--- src/rtl/core/uads_pkg.sv ---
package uads_pkg;

	localparam int MAX_COLS  = 256;
	localparam int MAX_ROWS  = 256;
	localparam int FRAC_BITS = 24;

	localparam int ROW_STORES = 3;
	localparam int MEM_DEPTH  = ROW_STORES * MAX_COLS;
	localparam int MEM_AW     = $clog2(MEM_DEPTH);
	localparam int DIM_W      = 9;
	localparam int IDX_W      = 8;
	localparam int VAL_W      = 32;
	localparam int GAIN_W     = 31;
	localparam int CFG_IDX_W  = 3;

	localparam int MA_W   = 62;
	localparam int MB_W   = 34;
	localparam int PROD_W = MA_W + MB_W;
	localparam int SAT_SH = 60;
	localparam int ACC_W  = 64;

	localparam logic [CFG_IDX_W-1:0] CFG_GRID_ROWS = 3'd0;
	localparam logic [CFG_IDX_W-1:0] CFG_GRID_COLS = 3'd1;
	localparam logic [CFG_IDX_W-1:0] CFG_DIFF_ROW  = 3'd2;
	localparam logic [CFG_IDX_W-1:0] CFG_DIFF_COL  = 3'd3;
	localparam logic [CFG_IDX_W-1:0] CFG_ADV_ROW   = 3'd4;
	localparam logic [CFG_IDX_W-1:0] CFG_ADV_COL   = 3'd5;

	localparam logic [DIM_W-1:0]  RST_GRID_ROWS = 9'd51;
	localparam logic [DIM_W-1:0]  RST_GRID_COLS = 9'd51;
	localparam logic [GAIN_W-1:0] RST_DIFF_GAIN = 31'd838861;
	localparam logic [GAIN_W-1:0] RST_ADV_GAIN  = 31'd167772;

	localparam logic [1:0] SEL_DIAG = 2'd0;
	localparam logic [1:0] SEL_EDGE = 2'd1;
	localparam logic [1:0] SEL_SELF = 2'd2;

	localparam logic [2:0] NB_C = 3'd0;
	localparam logic [2:0] NB_N = 3'd1;
	localparam logic [2:0] NB_S = 3'd2;
	localparam logic [2:0] NB_W = 3'd3;
	localparam logic [2:0] NB_E = 3'd4;

	localparam logic [3:0] OP_U_DR   = 4'd0;
	localparam logic [3:0] OP_U_DC   = 4'd1;
	localparam logic [3:0] OP_U_VR   = 4'd2;
	localparam logic [3:0] OP_U_AR   = 4'd3;
	localparam logic [3:0] OP_U_VC   = 4'd4;
	localparam logic [3:0] OP_U_AC   = 4'd5;
	localparam logic [3:0] OP_V_DR   = 4'd6;
	localparam logic [3:0] OP_V_DC   = 4'd7;
	localparam logic [3:0] OP_V_VR   = 4'd8;
	localparam logic [3:0] OP_V_AR   = 4'd9;
	localparam logic [3:0] OP_V_VC   = 4'd10;
	localparam logic [3:0] OP_V_AC   = 4'd11;

	typedef struct packed {
		logic signed [VAL_W-1:0] u_old;
		logic signed [VAL_W-1:0] v_old;
	} in_item_t;

	typedef struct packed {
		logic [IDX_W-1:0]        cell_row;
		logic [IDX_W-1:0]        cell_col;
		logic signed [VAL_W-1:0] u_new;
		logic signed [VAL_W-1:0] v_new;
		logic                    run_last;
		logic                    frame_done;
	} out_item_t;

	typedef struct packed {
		logic       accept;
		logic       pick;
		logic [1:0] sel;
		logic       rd;
		logic [2:0] rd_idx;
		logic       mul_start;
		logic [3:0] op;
		logic       load;
		logic       last;
	} cmd_t;

	typedef struct packed {
		logic [2:0] emit;
		logic       interior;
		logic       mul_done;
		logic       out_free;
	} status_t;

endpackage

--- src/rtl/core/uads_ctrl.sv ---
module uads_ctrl (
	input  logic              clk,
	input  logic              arst_n,
	input  logic              in_valid,
	output logic              in_ready,
	input  uads_pkg::status_t status,
	output uads_pkg::cmd_t    cmd
);

	localparam logic [2:0] ST_IDLE   = 3'd0;
	localparam logic [2:0] ST_NEXT   = 3'd1;
	localparam logic [2:0] ST_READ   = 3'd2;
	localparam logic [2:0] ST_WAIT   = 3'd3;
	localparam logic [2:0] ST_MSTART = 3'd4;
	localparam logic [2:0] ST_MWAIT  = 3'd5;
	localparam logic [2:0] ST_OUT    = 3'd6;

	logic [2:0] state_q, state_d;
	logic [2:0] pend_q;
	logic [2:0] rd_k_q;
	logic [3:0] op_q;
	logic       last_q;
	logic [1:0] sel;
	logic [2:0] pend_rest;

	always_comb begin
		if (pend_q[0]) begin
			sel       = uads_pkg::SEL_DIAG;
			pend_rest = pend_q & 3'b110;
		end else if (pend_q[1]) begin
			sel       = uads_pkg::SEL_EDGE;
			pend_rest = pend_q & 3'b100;
		end else begin
			sel       = uads_pkg::SEL_SELF;
			pend_rest = 3'b000;
		end
	end

	always_comb begin
		cmd      = '0;
		cmd.sel  = sel;
		cmd.rd_idx = rd_k_q;
		cmd.op   = op_q;
		cmd.last = last_q;
		in_ready = 1'b0;
		state_d  = state_q;
		unique case (state_q)
			ST_IDLE: begin
				in_ready = 1'b1;
				if (in_valid) begin
					cmd.accept = 1'b1;
					state_d    = ST_NEXT;
				end
			end
			ST_NEXT: begin
				if (pend_q == 3'b000) begin
					state_d = ST_IDLE;
				end else begin
					cmd.pick = 1'b1;
					state_d  = ST_READ;
				end
			end
			ST_READ: begin
				cmd.rd = 1'b1;
				if (rd_k_q == uads_pkg::NB_E) begin
					state_d = ST_WAIT;
				end
			end
			ST_WAIT: begin
				state_d = status.interior ? ST_MSTART : ST_OUT;
			end
			ST_MSTART: begin
				cmd.mul_start = 1'b1;
				state_d       = ST_MWAIT;
			end
			ST_MWAIT: begin
				if (status.mul_done) begin
					state_d = (op_q == uads_pkg::OP_V_AC) ? ST_OUT : ST_MSTART;
				end
			end
			ST_OUT: begin
				if (status.out_free) begin
					cmd.load = 1'b1;
					state_d  = ST_NEXT;
				end
			end
			default: begin
				state_d = ST_IDLE;
			end
		endcase
	end

	always_ff @(posedge clk or negedge arst_n) begin
		if (!arst_n) begin
			state_q <= ST_IDLE;
			pend_q  <= '0;
			rd_k_q  <= '0;
			op_q    <= '0;
			last_q  <= 1'b0;
		end else begin
			state_q <= state_d;
			if (cmd.accept) begin
				pend_q <= status.emit;
			end
			if (cmd.pick) begin
				pend_q <= pend_rest;
				last_q <= (pend_rest == 3'b000);
				rd_k_q <= uads_pkg::NB_C;
			end
			if (cmd.rd) begin
				rd_k_q <= rd_k_q + 1'b1;
			end
			if (state_q == ST_WAIT) begin
				op_q <= uads_pkg::OP_U_DR;
			end
			if (state_q == ST_MWAIT && status.mul_done && op_q != uads_pkg::OP_V_AC) begin
				op_q <= op_q + 1'b1;
			end
		end
	end

endmodule

--- config.mk ---
export PLATFORM = sky130hd
export DESIGN_NAME = uads_ctrl
export DESIGN_NICKNAME = d
export VERILOG_FILES = /design/src/rtl/core/uads_pkg.sv /design/src/rtl/core/uads_ctrl.sv
export SDC_FILE = /design/constraint.sdc
export NUM_CORES = 1
export LEC_CHECK = 0
export BUFFER_PORTS_ARGS = -buffer_cell sky130_fd_sc_hd__buf_4
export CAP_MARGIN = 20
export CELL_PAD_IN_SITES_DETAIL_PLACEMENT = 2
export CELL_PAD_IN_SITES_GLOBAL_PLACEMENT = 2
export CORE_ASPECT_RATIO = 1.75
export CORE_MARGIN = 3
export CORE_UTILIZATION = 28
export CTS_CLUSTER_SIZE = 24
export DETAILED_ROUTE_END_ITERATION = 16
export PLACE_DENSITY_LB_ADDON = 0.1
export SYNTH_ARGS = -nofsm -noshare
export SYNTH_HDL_FRONTEND = slang
export SYNTH_SLANG_ARGS = --single-unit
--- constraint.sdc ---
create_clock -name clk -period 1.7 [get_ports clk]
set_clock_uncertainty 0.05 [all_clocks]
set_input_delay 0.34 -clock clk [delete_from_list [all_inputs] [get_ports clk]]
set_output_delay 0.34 -clock clk [all_outputs]
set_load 0.02 [all_outputs]
Word-level counts from Yosys, hierarchy flattened
Index checks and enable logic that the tools add are counted.
Word-level totals
  logic and storage cells: 56
  bits of input ports: 9
  flip-flop bits (word level): 14
Operators by class
  reduce and logical (&&, ||, !) cells: 9
  mux-type cells: 27
  add/sub/neg operators: 2
  eq/ne operators: 13
Operators with widths (number)
  $mux 3: 10
  $pmux 3 s7: 1
  $eq 3x3->1 const B: 4
  $mux 2: 5
  $logic_not 3->1: 3
  $mux 1: 9
  $mux 4: 2
  $ne 2x2->1 const B: 4
  $eq 3x2->1 const B: 2
  $reduce_bool 2->1: 3
  $add 4x1->4 const B: 1
  $eq 4x4->1 const B: 1
  $ne 4x4->1 const B: 1
  $reduce_and 4->1: 1
  $add 3x1->3 const B: 1
  $eq 3x1->1 const B: 1
  $logic_and 1x1->1: 2

Longest topological paths before layout
  word-level depth: 5
  mapped depth: 6
  mapped depth without buffers: 6

Least setup slack after synthesis
OpenSTA, ideal clock, no wires.
  kind: reg-to-reg
  start point: register state_q[2]
  end point: register pend_q[2]
  cell stages (with the launch flop): 6
  setup time: 121 ps
  path slack: -69 ps
  arrival time: 1598 ps
  data required time: 1529 ps
  period minus slack after synthesis: 1769 ps
  path buffers: 1
  cell sequence: dfrtp_1 nor3_1 and2_1 buf_2 a21oi_1 a22o_1
RTL lines
  from (decl): line uads_ctrl.sv:18  | logic [2:0] state_q, state_d;
  from (signal assigned): line uads_ctrl.sv:101  | state_q <= state_d;
  to (signal assigned): line uads_ctrl.sv:103  | pend_q <= status.emit;
  to (signal assigned): line uads_ctrl.sv:106  | pend_q <= pend_rest;
  to (decl): line uads_ctrl.sv:19  | logic [2:0] pend_q;

==> flow_summary.yaml <==
run_status:
  status: "complete, but fails checks"
  violations: "setup timing"
timing:
  fin_crit_sh_pct: 100
  fin_setup_tns_ps: -4.26
  fmax_mhz: 587
  fin_crit_ps: 1700
  tightestPinTransition_ps: 363
  maxSlewViolCount: 0
  rsz0062_at_grt: "true"
  max-slew-margin-rel_pct: 75.8
  setup_viol: 1
  fin_ws_ps: -4.26
  finalHoldViolCount: 0
placement:
  post-place-ws_ps: 149
  gp_congestion: 0.686
  io_buffer_count: 24
  dp_hpwl_um: 2040
synth:
  avgSynthCellArea_um2: 8.74
  synth_top_family_by_area: "simple AND/OR/NAND/NOR gates"
  synth-edff-count: 0
  synth_seq_area_share_pct: 43.1
  syn_nets: 105
  synth_compound_area_share_pct: 14.3
  syn-cell-area_um2: 813
  ys_ff_latch: 14
  syn_inst: 93
  synthMuxAreaShare_pct: 0
  synth_top_area_cell: "dfrtp_1"
  ys_warn_count: 0
  synth.distinct_cells: 31
  synth_adder_area_share_pct: 5.85
  synth_top_area_share_pct: 43.1
  async_flop_share_pct: 100
  synth_xor_area_share_pct: 1.08
  synthFlopType: "dfrtp_1"
  synth_simple_gate_area_share_pct: 31.1
  synth_area_leaders: "dfrtp_1 (43%), nand2_1 (7.4%), nand3_1 (4.9%)"
power_and_ir_drop:
  p_per_area_nw_per_um2: 1860
  power_mw: 2.18
  p_leak_nw: 0.555
  irDropWorstVdd_mv: 0.709
floorplanning:
  coreArea_um2: 2750
  die_area_um2: 3610
  die_h_um: 77.3
  dieWidth_um: 46.7
  start_util_pct: 29.5
  ios: 25
  rows: 25
critical_path:
  critPathCapture: "cmd[6]"
  crit_required_ps: 1310
  crit_chain: "nor3b_1 > buf_4"
  reg2reg_slack_ps: 160
  crit_path_max_fanout: 8
  reg2reg_depth: 6
  worstPathArrival_ps: 1310
  r2r_start: "rd_k_q[0]"
  critPathLaunchType: "register"
  cpMaxStageDelayCell: "dfrtp_2"
  reg2reg_to: "state_q[1]"
  end_kind: "primary output"
  crit_type: "register to primary output"
  startpoint: "state_q[1]"
  cp_slowest_stage_delay_ps: 470
route:
  drtAntennaViolNets: 0
  wire_per_inst_um: 17.7
  routed_wl_um: 2710
  avgViaCountPerCell: 5.44
  vias: 832
  first_pass_iters: 2
  first_iter_violations: 5
  drc: 0
layout:
  finalNetCount: 139
  drive_gt1_share_pct: 37.3
  n_antenna_cell: 0
  area_growth_pct: 44.6
  fillers: 320
  ff_latch_area_um2: 354
  multi_input_area_um2: 457
  final_util_pct: 42.7
clock_network:
  root_buffer: "clkbuf_8"
  clock_latency_ps: 250
  cts_max_level: 1
  clkTransAtPathRegs_ps: 70
  cts_made_buffers: 3
  cts_tree: "built"
  cts_sinks: 14
  clk_path_buf_depth: 2
min_path:
  hold_path.class: "input port to register"
global_route:
  overflow: 0
  grtUsageTotal_pct: 17.2
  grt_pass1_wl_um: 4530
  grt_pass1_vias: 933
  grt_max_degree: 15
  antenna_found_initial: 0
flow_run:
  drv_cap: 0
==> cells in the final DEF (no fill, tap or decap), types with 3 or more instances in the layout <==
master | Yosys | final
a21oi_1 | 3 | 3
buf_4 | 1 | 31
clkbuf_8 | 0 | 4
dfrtp_1 | 14 | 11
dfrtp_2 | 0 | 3
ha_1 | 3 | 3
inv_1 | 3 | 3
nand2_1 | 16 | 16
nand3_1 | 8 | 8
nand3b_1 | 3 | 3
nor2_1 | 4 | 4
nor2b_1 | 3 | 3
o21ai_0 | 4 | 4
or3_1 | 3 | 3
==> state kept, by name, indices dropped and copies added (netlist names) <==
signal and count:
op_q 4, pend_q 3, rd_k_q 3, state_q 3
last_q 1
==> timing repair <==
| action | 4_1_cts | 5_1_grt |
|---|---|---|
| endpoints found under the hold margin | 14 | 0 |
| pin swaps | 1 | 2 |
| setup buffers | 0 | 1 |
| endpoints found under the setup margin | 3 | 6 |
| resized for setup | 4 | 6 |
| hold buffers | 1 | 0 |
==> area by class of cell <==
class	count	share of cell area (%)
Sequential cell	14	30.1
Clock buffer	4	4.68
Multi-Input combinational cell	71	38.8
Tap cell	27	2.87
Timing Repair Buffer	34	22.6
Inverter	3	0.957
==> kinds of logic after synthesis <==
group / Yosys count
adder cells (fa/ha/maj): 4
flip-flops: 14
XOR/XNOR: 1
buffers and inverters: 8
AND/OR/NAND/NOR: 48
AO/OA/AOI/OAI: 18
==> metal layers <==
metal	GRT usage, %	share of wire (%)
met1	19.2	36
met2	30.1	59
met3	3.76	3.9
met4	5.82	1.3
met5	0	0
==> critical path, delay by kind of cell, from the launching register on <==
kind          cells  cell delay (ps)
buf+inv           1              220
flops             1              470
simple gates      1              370
==> power breakdown <==
part           total [mW]  internal, mW  switching (mW)  leakage [nW]
combinational        1.19         0.566           0.629         0.349
sequential          0.645         0.465           0.180         0.177
clock               0.344         0.206           0.138        0.0288
==> worst min-delay path by stage <==
stage,from,endpoint,slack (ps),cells past startpoint
4_1_cts,status[3],pend_q[0],240,3
5_1_grt,status[3],pend_q[0],270,3
3_3_place_gp,arst_n,rd_k_q[2],160,1
6_report,status[3],pend_q[0],240,3
2_1_floorplan,arst_n,last_q,-6,0
3_5_place_dp,arst_n,rd_k_q[2],160,1
==> through the flow <==
stage / area [um^2] / instances / hold slack [ps]
floorplan: 818 / 93 / -5.59
global placement: 1070 / 147 / 160
finish: 1180 / 153 / 237
global route: 1180 / 153 / 271
CTS: 1140 / 152 / 239
detailed placement: 1070 / 147 / 161
==> cell usage after synthesis, drive strengths merged, types with 2 or more instances <==
master,instances
a21oi,3
buf,4
dfrtp,14
ha,3
inv,3
nand2,16
nand2b,2
nand3,8
nand3b,3
nor2,4
nor2b,3
nor3,3
nor3b,3
o21ai,6
o31ai,3
or3,3
Power figures use the tool's default switching activity.
